$ cat src/design/mfs_pkg.sv
package mfs_pkg;

    // Configuration register widths
    localparam int TICK_W   = 10;
    localparam int SETTLE_W = 16;
    localparam int SLIP_W   = 16;
    localparam int SPDERR_W = 15;
    localparam int HOLD_W   = 16;
    localparam int CFG_DATA_W = 16;
    localparam int CFG_IDX_W  = 3;

    // Configuration register indexes
    localparam logic [CFG_IDX_W-1:0] CFG_TICK_MS      = 3'd0;
    localparam logic [CFG_IDX_W-1:0] CFG_SETTLE_MS    = 3'd1;
    localparam logic [CFG_IDX_W-1:0] CFG_SLIP_MM      = 3'd2;
    localparam logic [CFG_IDX_W-1:0] CFG_SPEED_ERR    = 3'd3;
    localparam logic [CFG_IDX_W-1:0] CFG_ERR_HOLD_MS  = 3'd4;

    // Configuration reset values
    localparam logic [TICK_W-1:0]   TICK_MS_RST   = 10'd10;
    localparam logic [SETTLE_W-1:0] SETTLE_MS_RST = 16'd1000;
    localparam logic [SLIP_W-1:0]   SLIP_MM_RST   = 16'd500;
    localparam logic [SPDERR_W-1:0] SPD_ERR_RST   = 15'd200;
    localparam logic [HOLD_W-1:0]   HOLD_MS_RST   = 16'd1500;

    // Timers saturate at all ones
    localparam int TIMER_W = 17;
    localparam logic [TIMER_W-1:0] TIMER_MAX = '1;

    // Recovery limits for the follow check
    localparam int MIN_MOVE_MM_S = 10;
    localparam int MIN_PRODUCT   = 1000;

    // Fault bit positions
    localparam int FAULT_W      = 5;
    localparam int FB_BRAKE_L   = 0;
    localparam int FB_BRAKE_R   = 1;
    localparam int FB_MOVE_L    = 2;
    localparam int FB_MOVE_R    = 3;
    localparam int FB_STOP      = 4;

    typedef enum logic [1:0] {
        BRAKE_IDLE   = 2'd0,
        BRAKE_SETTLE = 2'd1,
        BRAKE_WATCH  = 2'd2
    } t_brake_phase;

    typedef enum logic [1:0] {
        FOLLOW_TRACK   = 2'd0,
        FOLLOW_TIMING  = 2'd1,
        FOLLOW_FAILING = 2'd2,
        FOLLOW_FAILED  = 2'd3
    } t_follow_phase;

    typedef struct packed {
        logic clr;
        logic set;
    } t_follow_flags;

    function automatic logic [TIMER_W-1:0] timer_add(input logic [TIMER_W-1:0] t,
                                                      input logic [TICK_W-1:0] d);
        logic [TIMER_W:0] s;
        s = {1'b0, t} + (TIMER_W+1)'(d);
        return s[TIMER_W] ? TIMER_MAX : s[TIMER_W-1:0];
    endfunction

endpackage

$ cat src/design/mfs_follow.sv
module mfs_follow
    import mfs_pkg::*;
#(
    parameter int SPEED_BITS = 16
) (
    input  logic                         i_clk,
    input  logic                         i_rst_n,
    input  logic                         i_step,
    input  logic signed [SPEED_BITS-1:0] i_cmd,
    input  logic signed [SPEED_BITS-1:0] i_meas,
    input  logic [TICK_W-1:0]            i_tick_ms,
    input  logic [SPDERR_W-1:0]          i_err_th,
    input  logic [HOLD_W-1:0]            i_hold_ms,
    output t_follow_flags                o_flags
);

    localparam int ERR_W  = SPEED_BITS + 1;
    localparam int CMP_W  = (ERR_W > SPDERR_W) ? ERR_W : SPDERR_W;
    localparam int PROD_W = 2 * SPEED_BITS;
    localparam logic signed [PROD_W-1:0] MIN_PROD_S = PROD_W'(MIN_PRODUCT);
    localparam logic [ERR_W-1:0]         MIN_MOVE_U = ERR_W'(MIN_MOVE_MM_S);

    t_follow_phase               r_phase;
    t_follow_phase               n_phase;
    t_follow_phase               phase_eff;
    logic [TIMER_W-1:0]          r_timer;
    logic [TIMER_W-1:0]          n_timer;
    logic [TIMER_W-1:0]          timer_inc;
    logic signed [ERR_W-1:0]     diff;
    logic signed [ERR_W-1:0]     meas_x;
    logic [ERR_W-1:0]            err;
    logic [ERR_W-1:0]            meas_abs;
    logic signed [PROD_W-1:0]    prod;
    logic                        err_lt;
    logic                        err_gt;
    logic                        recover;

    assign diff     = {i_cmd[SPEED_BITS-1], i_cmd} - {i_meas[SPEED_BITS-1], i_meas};
    assign err      = diff[ERR_W-1] ? ERR_W'(-diff) : ERR_W'(diff);
    assign meas_x   = {i_meas[SPEED_BITS-1], i_meas};
    assign meas_abs = meas_x[ERR_W-1] ? ERR_W'(-meas_x) : ERR_W'(meas_x);
    assign prod     = PROD_W'(i_cmd) * PROD_W'(i_meas);

    assign err_lt  = CMP_W'(err) < CMP_W'(i_err_th);
    assign err_gt  = CMP_W'(err) > CMP_W'(i_err_th);
    assign recover = err_lt || ((meas_abs > MIN_MOVE_U) && (prod > MIN_PROD_S));

    assign phase_eff = recover ? FOLLOW_TRACK : r_phase;
    assign timer_inc = timer_add(r_timer, i_tick_ms);

    always_comb begin
        n_phase = phase_eff;
        unique case (phase_eff)
            FOLLOW_TRACK: begin
                if (err_gt) n_phase = FOLLOW_TIMING;
            end
            FOLLOW_TIMING: begin
                if (timer_inc > {1'b0, i_hold_ms}) n_phase = FOLLOW_FAILING;
            end
            FOLLOW_FAILING: n_phase = FOLLOW_FAILED;
            FOLLOW_FAILED:  n_phase = FOLLOW_FAILED;
            default:        n_phase = FOLLOW_TRACK;
        endcase
    end

    always_comb begin
        n_timer     = r_timer;
        o_flags.clr = recover;
        o_flags.set = 1'b0;
        unique case (phase_eff)
            FOLLOW_TRACK: begin
                if (err_gt) n_timer = '0;
            end
            FOLLOW_TIMING: n_timer = timer_inc;
            FOLLOW_FAILING, FOLLOW_FAILED: o_flags.set = 1'b1;
            default: o_flags.set = 1'b0;
        endcase
    end

    always_ff @(posedge i_clk) begin
        if (!i_rst_n) begin
            r_phase <= FOLLOW_TRACK;
        end else if (i_step) begin
            r_phase <= n_phase;
        end
    end

    // Timer is always cleared on entry to timing, so it needs no reset
    always_ff @(posedge i_clk) begin
        if (i_step) begin
            r_timer <= n_timer;
        end
    end

endmodule

$ cat src/design/motor_fault_supervisor_core.sv
// Per-tick fault supervisor for a two-wheel drive: forces commands to zero under
// brake, park lock or emergency stop, latches park-brake slip per wheel, flags
// wheels that do not follow their command, and tracks the emergency-stop fault.
// Throughput is one tick per clock while results are taken. o_out_valid rises
// once a tick has passed the input register and then the result register that
// also holds the fault flags. o_in_ready drops only while the result register is
// full and not taken. Configuration writes are always accepted and must be issued
// while idle. SPEED_BITS and DIST_BITS set the speed and odometer port widths.
module motor_fault_supervisor_core
    import mfs_pkg::*;
#(
    parameter int SPEED_BITS = 16,
    parameter int DIST_BITS  = 32
) (
    input  logic                         i_clk,
    input  logic                         i_rst_n,
    input  logic                         i_in_valid,
    output logic                         o_in_ready,
    input  logic                         i_service_brake,
    input  logic                         i_park_lock,
    input  logic                         i_emergency_stop,
    input  logic signed [SPEED_BITS-1:0] i_cmd_speed_left,
    input  logic signed [SPEED_BITS-1:0] i_cmd_speed_right,
    input  logic signed [SPEED_BITS-1:0] i_meas_speed_left,
    input  logic signed [SPEED_BITS-1:0] i_meas_speed_right,
    input  logic signed [DIST_BITS-1:0]  i_odometer_left,
    input  logic signed [DIST_BITS-1:0]  i_odometer_right,
    output logic                         o_out_valid,
    input  logic                         i_out_ready,
    output logic                         o_drive_inhibit,
    output logic                         o_brake_fail_left,
    output logic                         o_brake_fail_right,
    output logic                         o_move_fail_left,
    output logic                         o_move_fail_right,
    output logic                         o_stop_active,
    input  logic                         i_cfg_valid,
    output logic                         o_cfg_ready,
    input  logic [CFG_IDX_W-1:0]         i_cfg_index,
    input  logic [CFG_DATA_W-1:0]        i_cfg_data
);

    localparam int DIFF_W = DIST_BITS + 1;

    // Configuration
    logic [TICK_W-1:0]   r_tick_ms;
    logic [SETTLE_W-1:0] r_settle_ms;
    logic [SLIP_W-1:0]   r_slip_mm;
    logic [SPDERR_W-1:0] r_err_th;
    logic [HOLD_W-1:0]   r_hold_ms;

    // Input register
    logic                         r_in_valid;
    logic                         r_in_brake;
    logic                         r_in_lock;
    logic                         r_in_stop;
    logic signed [SPEED_BITS-1:0] r_in_cmd_l;
    logic signed [SPEED_BITS-1:0] r_in_cmd_r;
    logic signed [SPEED_BITS-1:0] r_in_meas_l;
    logic signed [SPEED_BITS-1:0] r_in_meas_r;
    logic signed [DIST_BITS-1:0]  r_in_odo [2];

    // Supervisor state
    logic                        r_stop_prev;
    t_brake_phase                r_brake_phase;
    t_brake_phase                n_brake_phase;
    t_brake_phase                brake_eff;
    logic [TIMER_W-1:0]          r_brake_timer;
    logic [TIMER_W-1:0]          n_brake_timer;
    logic [TIMER_W-1:0]          brake_timer_inc;
    logic signed [DIST_BITS-1:0] r_lock_pos [2];
    logic signed [DIST_BITS-1:0] n_lock_pos [2];
    logic [1:0]                  r_slip_rep;
    logic [1:0]                  n_slip_rep;
    logic [1:0]                  slip_set;
    logic [1:0]                  slip_over;
    logic [FAULT_W-1:0]          r_fault;
    logic [FAULT_W-1:0]          n_fault;

    // Result register
    logic r_out_valid;
    logic r_out_inhibit;

    logic                         in_xfer;
    logic                         out_free;
    logic                         step;
    logic                         inhibit;
    logic                         settle_done;
    logic signed [SPEED_BITS-1:0] cmd_l;
    logic signed [SPEED_BITS-1:0] cmd_r;
    t_follow_flags                follow_l;
    t_follow_flags                follow_r;

    assign out_free    = !r_out_valid || i_out_ready;
    assign o_in_ready  = !r_in_valid || out_free;
    assign in_xfer     = i_in_valid && o_in_ready;
    assign step        = r_in_valid && out_free;
    assign o_cfg_ready = 1'b1;

    always_ff @(posedge i_clk) begin
        if (!i_rst_n) begin
            r_tick_ms   <= TICK_MS_RST;
            r_settle_ms <= SETTLE_MS_RST;
            r_slip_mm   <= SLIP_MM_RST;
            r_err_th    <= SPD_ERR_RST;
            r_hold_ms   <= HOLD_MS_RST;
        end else if (i_cfg_valid) begin
            unique case (i_cfg_index)
                CFG_TICK_MS:     r_tick_ms   <= i_cfg_data[TICK_W-1:0];
                CFG_SETTLE_MS:   r_settle_ms <= i_cfg_data[SETTLE_W-1:0];
                CFG_SLIP_MM:     r_slip_mm   <= i_cfg_data[SLIP_W-1:0];
                CFG_SPEED_ERR:   r_err_th    <= i_cfg_data[SPDERR_W-1:0];
                CFG_ERR_HOLD_MS: r_hold_ms   <= i_cfg_data[HOLD_W-1:0];
                default: ;
            endcase
        end
    end

    always_ff @(posedge i_clk) begin
        if (!i_rst_n) begin
            r_in_valid <= 1'b0;
        end else if (in_xfer) begin
            r_in_valid <= 1'b1;
        end else if (step) begin
            r_in_valid <= 1'b0;
        end
    end

    always_ff @(posedge i_clk) begin
        if (in_xfer) begin
            r_in_brake  <= i_service_brake;
            r_in_lock   <= i_park_lock;
            r_in_stop   <= i_emergency_stop;
            r_in_cmd_l  <= i_cmd_speed_left;
            r_in_cmd_r  <= i_cmd_speed_right;
            r_in_meas_l <= i_meas_speed_left;
            r_in_meas_r <= i_meas_speed_right;
            r_in_odo[0] <= i_odometer_left;
            r_in_odo[1] <= i_odometer_right;
        end
    end

    assign inhibit = r_in_brake || r_in_lock || r_in_stop;
    assign cmd_l   = inhibit ? '0 : r_in_cmd_l;
    assign cmd_r   = inhibit ? '0 : r_in_cmd_r;

    // Park brake supervisor
    assign brake_eff       = r_in_lock ? r_brake_phase : BRAKE_IDLE;
    assign brake_timer_inc = timer_add(r_brake_timer, r_tick_ms);
    assign settle_done     = brake_timer_inc > {1'b0, r_settle_ms};

    always_comb begin
        logic signed [DIFF_W-1:0] d;
        logic [DIFF_W-1:0]        mag;
        for (int w = 0; w < 2; w++) begin
            d   = {r_lock_pos[w][DIST_BITS-1], r_lock_pos[w]}
                - {r_in_odo[w][DIST_BITS-1], r_in_odo[w]};
            mag = d[DIFF_W-1] ? DIFF_W'(-d) : DIFF_W'(d);
            slip_over[w] = mag > DIFF_W'(r_slip_mm);
        end
    end

    always_comb begin
        n_brake_phase = brake_eff;
        unique case (brake_eff)
            BRAKE_IDLE: begin
                if (r_in_lock) n_brake_phase = BRAKE_SETTLE;
            end
            BRAKE_SETTLE: begin
                if (settle_done) n_brake_phase = BRAKE_WATCH;
            end
            default: n_brake_phase = BRAKE_WATCH;
        endcase
    end

    always_comb begin
        n_brake_timer = r_brake_timer;
        n_lock_pos    = r_lock_pos;
        n_slip_rep    = r_slip_rep;
        slip_set      = 2'b00;
        unique case (brake_eff)
            BRAKE_IDLE: begin
                if (r_in_lock) begin
                    n_brake_timer = '0;
                    n_slip_rep    = 2'b00;
                end
            end
            BRAKE_SETTLE: begin
                n_brake_timer = brake_timer_inc;
                if (settle_done) begin
                    n_lock_pos = r_in_odo;
                end
            end
            default: begin
                // Report each wheel once per lock engagement
                slip_set   = slip_over & ~r_slip_rep;
                n_slip_rep = r_slip_rep | slip_set;
            end
        endcase
    end

    mfs_follow #(
        .SPEED_BITS (SPEED_BITS)
    ) u_follow_l (
        .i_clk     (i_clk),
        .i_rst_n   (i_rst_n),
        .i_step    (step),
        .i_cmd     (cmd_l),
        .i_meas    (r_in_meas_l),
        .i_tick_ms (r_tick_ms),
        .i_err_th  (r_err_th),
        .i_hold_ms (r_hold_ms),
        .o_flags   (follow_l)
    );

    mfs_follow #(
        .SPEED_BITS (SPEED_BITS)
    ) u_follow_r (
        .i_clk     (i_clk),
        .i_rst_n   (i_rst_n),
        .i_step    (step),
        .i_cmd     (cmd_r),
        .i_meas    (r_in_meas_r),
        .i_tick_ms (r_tick_ms),
        .i_err_th  (r_err_th),
        .i_hold_ms (r_hold_ms),
        .o_flags   (follow_r)
    );

    always_comb begin
        n_fault = r_fault;
        n_fault[FB_BRAKE_L] = r_fault[FB_BRAKE_L] | slip_set[0];
        n_fault[FB_BRAKE_R] = r_fault[FB_BRAKE_R] | slip_set[1];
        n_fault[FB_MOVE_L]  = (r_fault[FB_MOVE_L] & ~follow_l.clr) | follow_l.set;
        n_fault[FB_MOVE_R]  = (r_fault[FB_MOVE_R] & ~follow_r.clr) | follow_r.set;
        // Stop edge comes last: a press wipes every fault from this tick too
        if (r_in_stop != r_stop_prev) begin
            if (r_in_stop) begin
                n_fault = '0;
                n_fault[FB_STOP] = 1'b1;
            end else begin
                n_fault[FB_STOP] = 1'b0;
            end
        end
    end

    always_ff @(posedge i_clk) begin
        if (!i_rst_n) begin
            r_stop_prev   <= 1'b0;
            r_brake_phase <= BRAKE_IDLE;
            r_brake_timer <= '0;
            r_slip_rep    <= 2'b00;
            r_fault       <= '0;
        end else if (step) begin
            r_stop_prev   <= r_in_stop;
            r_brake_phase <= n_brake_phase;
            r_brake_timer <= n_brake_timer;
            r_slip_rep    <= n_slip_rep;
            r_fault       <= n_fault;
        end
    end

    always_ff @(posedge i_clk) begin
        if (step) begin
            r_lock_pos    <= n_lock_pos;
            r_out_inhibit <= inhibit;
        end
    end

    always_ff @(posedge i_clk) begin
        if (!i_rst_n) begin
            r_out_valid <= 1'b0;
        end else if (step) begin
            r_out_valid <= 1'b1;
        end else if (i_out_ready) begin
            r_out_valid <= 1'b0;
        end
    end

    // Fault flags change only on a step, so they double as the result fields
    assign o_out_valid        = r_out_valid;
    assign o_drive_inhibit    = r_out_inhibit;
    assign o_brake_fail_left  = r_fault[FB_BRAKE_L];
    assign o_brake_fail_right = r_fault[FB_BRAKE_R];
    assign o_move_fail_left   = r_fault[FB_MOVE_L];
    assign o_move_fail_right  = r_fault[FB_MOVE_R];
    assign o_stop_active      = r_fault[FB_STOP];

endmodule

$ cat config.mk
export PLATFORM = sky130hd
export DESIGN_NAME = motor_fault_supervisor_core
export DESIGN_NICKNAME = d
export VERILOG_FILES = /design/src/design/mfs_pkg.sv /design/src/design/mfs_follow.sv /design/src/design/motor_fault_supervisor_core.sv
export SDC_FILE = /design/constraint.sdc
export NUM_CORES = 2
export LEC_CHECK = 0
export BUFFER_PORTS_ARGS = -buffer_cell sky130_fd_sc_hd__buf_2
export CAP_MARGIN = 15
export CORE_ASPECT_RATIO = 1.25
export CORE_MARGIN = 10
export CORE_UTILIZATION = 55
export DETAILED_ROUTE_END_ITERATION = 10
export HOLD_SLACK_MARGIN = 0.03
export PLACE_DENSITY = 0.75
export RECOVER_POWER = 25
export SYNTH_ARGS = -nofsm -noshare
export SYNTH_HDL_FRONTEND = slang
export SYNTH_SLANG_ARGS = --single-unit
$ cat constraint.sdc
create_clock -name i_clk -period 23 [get_ports i_clk]
set_input_delay 4.6 -clock i_clk [delete_from_list [all_inputs] [get_ports i_clk]]
set_output_delay 4.6 -clock i_clk [all_outputs]
set_load 0.02 [all_outputs]
==> flow_summary.json <==
{
  "clock_path_buffers": 3,
  "max-cap-violations": 1,
  "power.density_cell_area_nw_per_um2": 49.97,
  "finalCoreUtilization_pct": 59.05,
  "critical_path.max_stage_delay_ns": 4.36,
  "timing_hold_violations_final": 0,
  "antenna_found_initial": 1,
  "grt_first_pass_wirelength_mm": 194.1,
  "worst_ir_drop_vdd_mv": 0.05717,
  "crit_path_max_fanout": 179,
  "max_slew.worst_pin.slew_ns": 6.505,
  "setup_viol": 0,
  "p_leak_uw": 0.02260,
  "fp.dieArea_um2": 92190,
  "rsz0062_at_grt": "no",
  "timing_worst_setup_path_type": "reg -> reg",
  "violations": "capacitance limit, slew limit",
  "hold_ws_ns": 0.4440,
  "area.growth.synth_to_final_pct": 6.637,
  "first_global_vias": 37470,
  "post_synth_inst_count": 4974,
  "slew_violations": 180,
  "endpoint_kind": "register",
  "global_route.usage.met2_pct": 45.78,
  "grt_overflow_total": 0,
  "numClockSinks": 336,
  "timing.critical_path.arrival_ns": 15.88,
  "drc": 0,
  "path_clk_slew_ns": 0.07,
  "post-cts-setup-buffer-count": 0,
  "n_antenna_cell": 0,
  "buffering_stage_count_on_the_worst_path_with_inverters_included": 6,
  "pin_count": 164,
  "synthesis_warnings": 0,
  "synth_async_sr_flop_share_pct": 0,
  "initial_core_util_pct": 55.38,
  "syn_area_per_cell_um2": 8.887,
  "grt_usage_pct": 26.28,
  "die_width_um": 273.6,
  "placementRows": 116,
  "synth-seq-cells": 336,
  "clock_tree.root_cell": "clkbuf_16",
  "clock_skew_ns": 0.02794,
  "layout_common_cells": "inv_1, nand2_1, fa_1",
  "hpwlAfterDp_mm": 94.50,
  "met3_layer_usage_reported_by_global_route_pct": 4.798,
  "required_ns": 23.28,
  "layout-drive-gt1-share_pct": 6.181,
  "ctsHtreeMaxLevel": 2,
  "layout_commonest_cell": "inv_1",
  "n_fill_cell": 7045,
  "use_met1_pct": 30.43,
  "cts_tree": "built",
  "synth.distinct_cells": 106,
  "synth_edf_count": 230,
  "1st_iter_drt_viols": 2834,
  "grt_max_degree": 180,
  "vias": 36090,
  "fmax_mhz": 64.10,
  "cp_top_family": "buffers and inverters",
  "postRouteWirelength_mm": 120.8,
  "portBuffers": 162,
  "final.period_utilization_pct": 67.82,
  "synth_nets": 6098,
  "final_gp_congestion": 0.9975,
  "start_kind": "register",
  "area_of_the_placeable_core_um2": 79830,
  "finalWorstPathRequiredPeriod_ns": 15.60,
  "cp_common_cell": "fa_1",
  "status": "complete, but fails checks",
  "synth_seq_area_share_pct": 20.42,
  "mapped_cell_area_um2": 44210,
  "floorplan_die_height_um": 337.0,
  "hold_class": "reg -> reg",
  "grt_most_used_layer": "met2",
  "finalSetupTns_ns": 0,
  "postCtsHoldBufs": 0,
  "numCtsBuffers": 39,
  "finish.net_count": 6143,
  "clk_latency_ns": 0.61,
  "final_total_pwr_uw": 2356,
  "first_pass_iters": 8,
  "ctsResizeCount": 0,
  "worst_case_headroom_to_the_max_slew_limit_pct": -333.7,
  "route.detailed.wl_per_inst_um": 19.77,
  "detail-route-antenna-nets": 0,
  "master_of_the_slowest_instance_on_the_critical_path": "clkbuf_1",
  "yosys_most_used_dff": "edfxtp_1",
  "vias_per_cell": 5.906
}
## worst paths after layout
| kind | startpoint | end | slack [ns] | depth (start not counted) |
|---|---|---|---|---|
| worst max-delay path | r_in_stop$_DFFE_PP_ | u_follow_l.r_timer[6]$_SDFFCE_PP0P_ | 7.40 | 29 |
| worst min-delay path | r_in_odo[35]$_DFFE_PP_ | r_lock_pos[35]$_DFFE_PP_ | 0.44 | 0 |
| worst max register to register | r_in_stop$_DFFE_PP_ | u_follow_l.r_timer[6]$_SDFFCE_PP0P_ | 7.40 | 29 |
| worst min register to register | r_in_odo[35]$_DFFE_PP_ | r_lock_pos[35]$_DFFE_PP_ | 0.44 | 0 |
## area by class of cell
| class | count | area, µm² | area share [%] |
|---|---|---|---|
| Tap cell | 1062 | 1329 | 2.819 |
| Multi-Input combinational cell | 3601 | 31290 | 66.37 |
| Timing Repair Buffer | 184 | 979.7 | 2.078 |
| Clock inverter | 18 | 182.7 | 0.3875 |
| Sequential cell | 336 | 9029 | 19.15 |
| Inverter | 857 | 3217 | 6.824 |
| Clock buffer | 52 | 1117 | 2.370 |
## per-layer routing
layer  share of wire [%]  routed length (µm)
met1                  38               45670
met2                  49               59320
met3                 7.5                9014
met4                 5.6                6785
met5                   0                   0
## cells in the mapped netlist, types with 10 or more instances
| library cell | n | area share (%) |
|---|---|---|
| o31ai_1 | 20 | 0.34 |
| nor2b_1 | 51 | 0.72 |
| xnor2_1 | 121 | 2.4 |
| o21bai_1 | 15 | 0.25 |
| nand2_1 | 563 | 4.8 |
| xor2_1 | 84 | 1.7 |
| or2_2 | 14 | 0.20 |
| nor2_1 | 300 | 2.5 |
| or4_1 | 12 | 0.20 |
| a21boi_0 | 19 | 0.32 |
| nand2b_1 | 38 | 0.54 |
| a21o_1 | 75 | 1.3 |
| a211o_1 | 10 | 0.20 |
| edfxtp_1 | 230 | 16 |
| or3_1 | 22 | 0.31 |
| o21ai_0 | 167 | 1.9 |
| o211ai_1 | 44 | 0.75 |
| and4_1 | 10 | 0.20 |
| a31oi_1 | 48 | 0.68 |
| nor3b_1 | 10 | 0.17 |
| inv_1 | 851 | 7.2 |
| nor3_1 | 61 | 0.69 |
| fa_1 | 531 | 24 |
| and3_1 | 177 | 2.5 |
| ha_1 | 438 | 12 |
| nand4_1 | 60 | 0.85 |
| o22ai_1 | 18 | 0.25 |
| o21ai_1 | 11 | 0.12 |
| nand3_1 | 80 | 0.91 |
| o21a_1 | 51 | 0.87 |
| dfxtp_1 | 106 | 4.8 |
| a21oi_1 | 263 | 3.0 |
| nor4_1 | 20 | 0.28 |
| clkbuf_1 | 167 | 1.4 |
| a22o_1 | 17 | 0.34 |
| a31o_2 | 12 | 0.24 |
| a211oi_1 | 31 | 0.53 |
| a2111oi_0 | 13 | 0.26 |
| and2_1 | 40 | 0.57 |
## registers in the layout (all words and copies together), names as in the netlist, 17 cells and up
name and cells:
u_follow_l.r_timer 17, u_follow_r.r_timer 17, r_brake_timer 17, r_in_odo 64, r_lock_pos 64
## where the power goes
group	internal (µW)	leakage (µW)	total [µW]	switching [µW]
logic	395	0.0189	1000	608
registers	674	0.00305	711	37.1
clock network	359	0.000639	641	282
## kinds of logic (layout without fill, tap and decap cells)
kind of cell	Yosys count	after routing	share of synthesized area (%)
buffers and inverters	1037	1111	8.862
flip-flops	336	336	20.42
multiplexers	8	8	0.1812
other	1	1	0.008483
XOR/XNOR	205	205	4.062
adder cells (fa/ha/maj)	969	969	36.44
AO/OA/AOI/OAI	927	927	13.83
AND/OR/NAND/NOR	1491	1491	16.19
## stage by stage
step / instance area [µm²] / setup slack, ns / std cells
after CTS: 47150 / 12.40 / 6109
after floorplan: 44210 / 13.10 / 4974
after global routing: 47140 / 6.375 / 6110
after global placement: 45830 / 12.74 / 6038
after detailed placement: 45850 / 12.45 / 6039
final: 47140 / 7.401 / 6110
## worst register-to-register path: cells and delay by family, from the launching register on
family          cells  cell delay (ns)
fa+ha+maj           7             3.39
buf+inv             6             5.65
flops               1             0.44
compound gates     11             3.09
simple gates        5             2.71
Note: power is estimated with default switching activity, not from simulation.
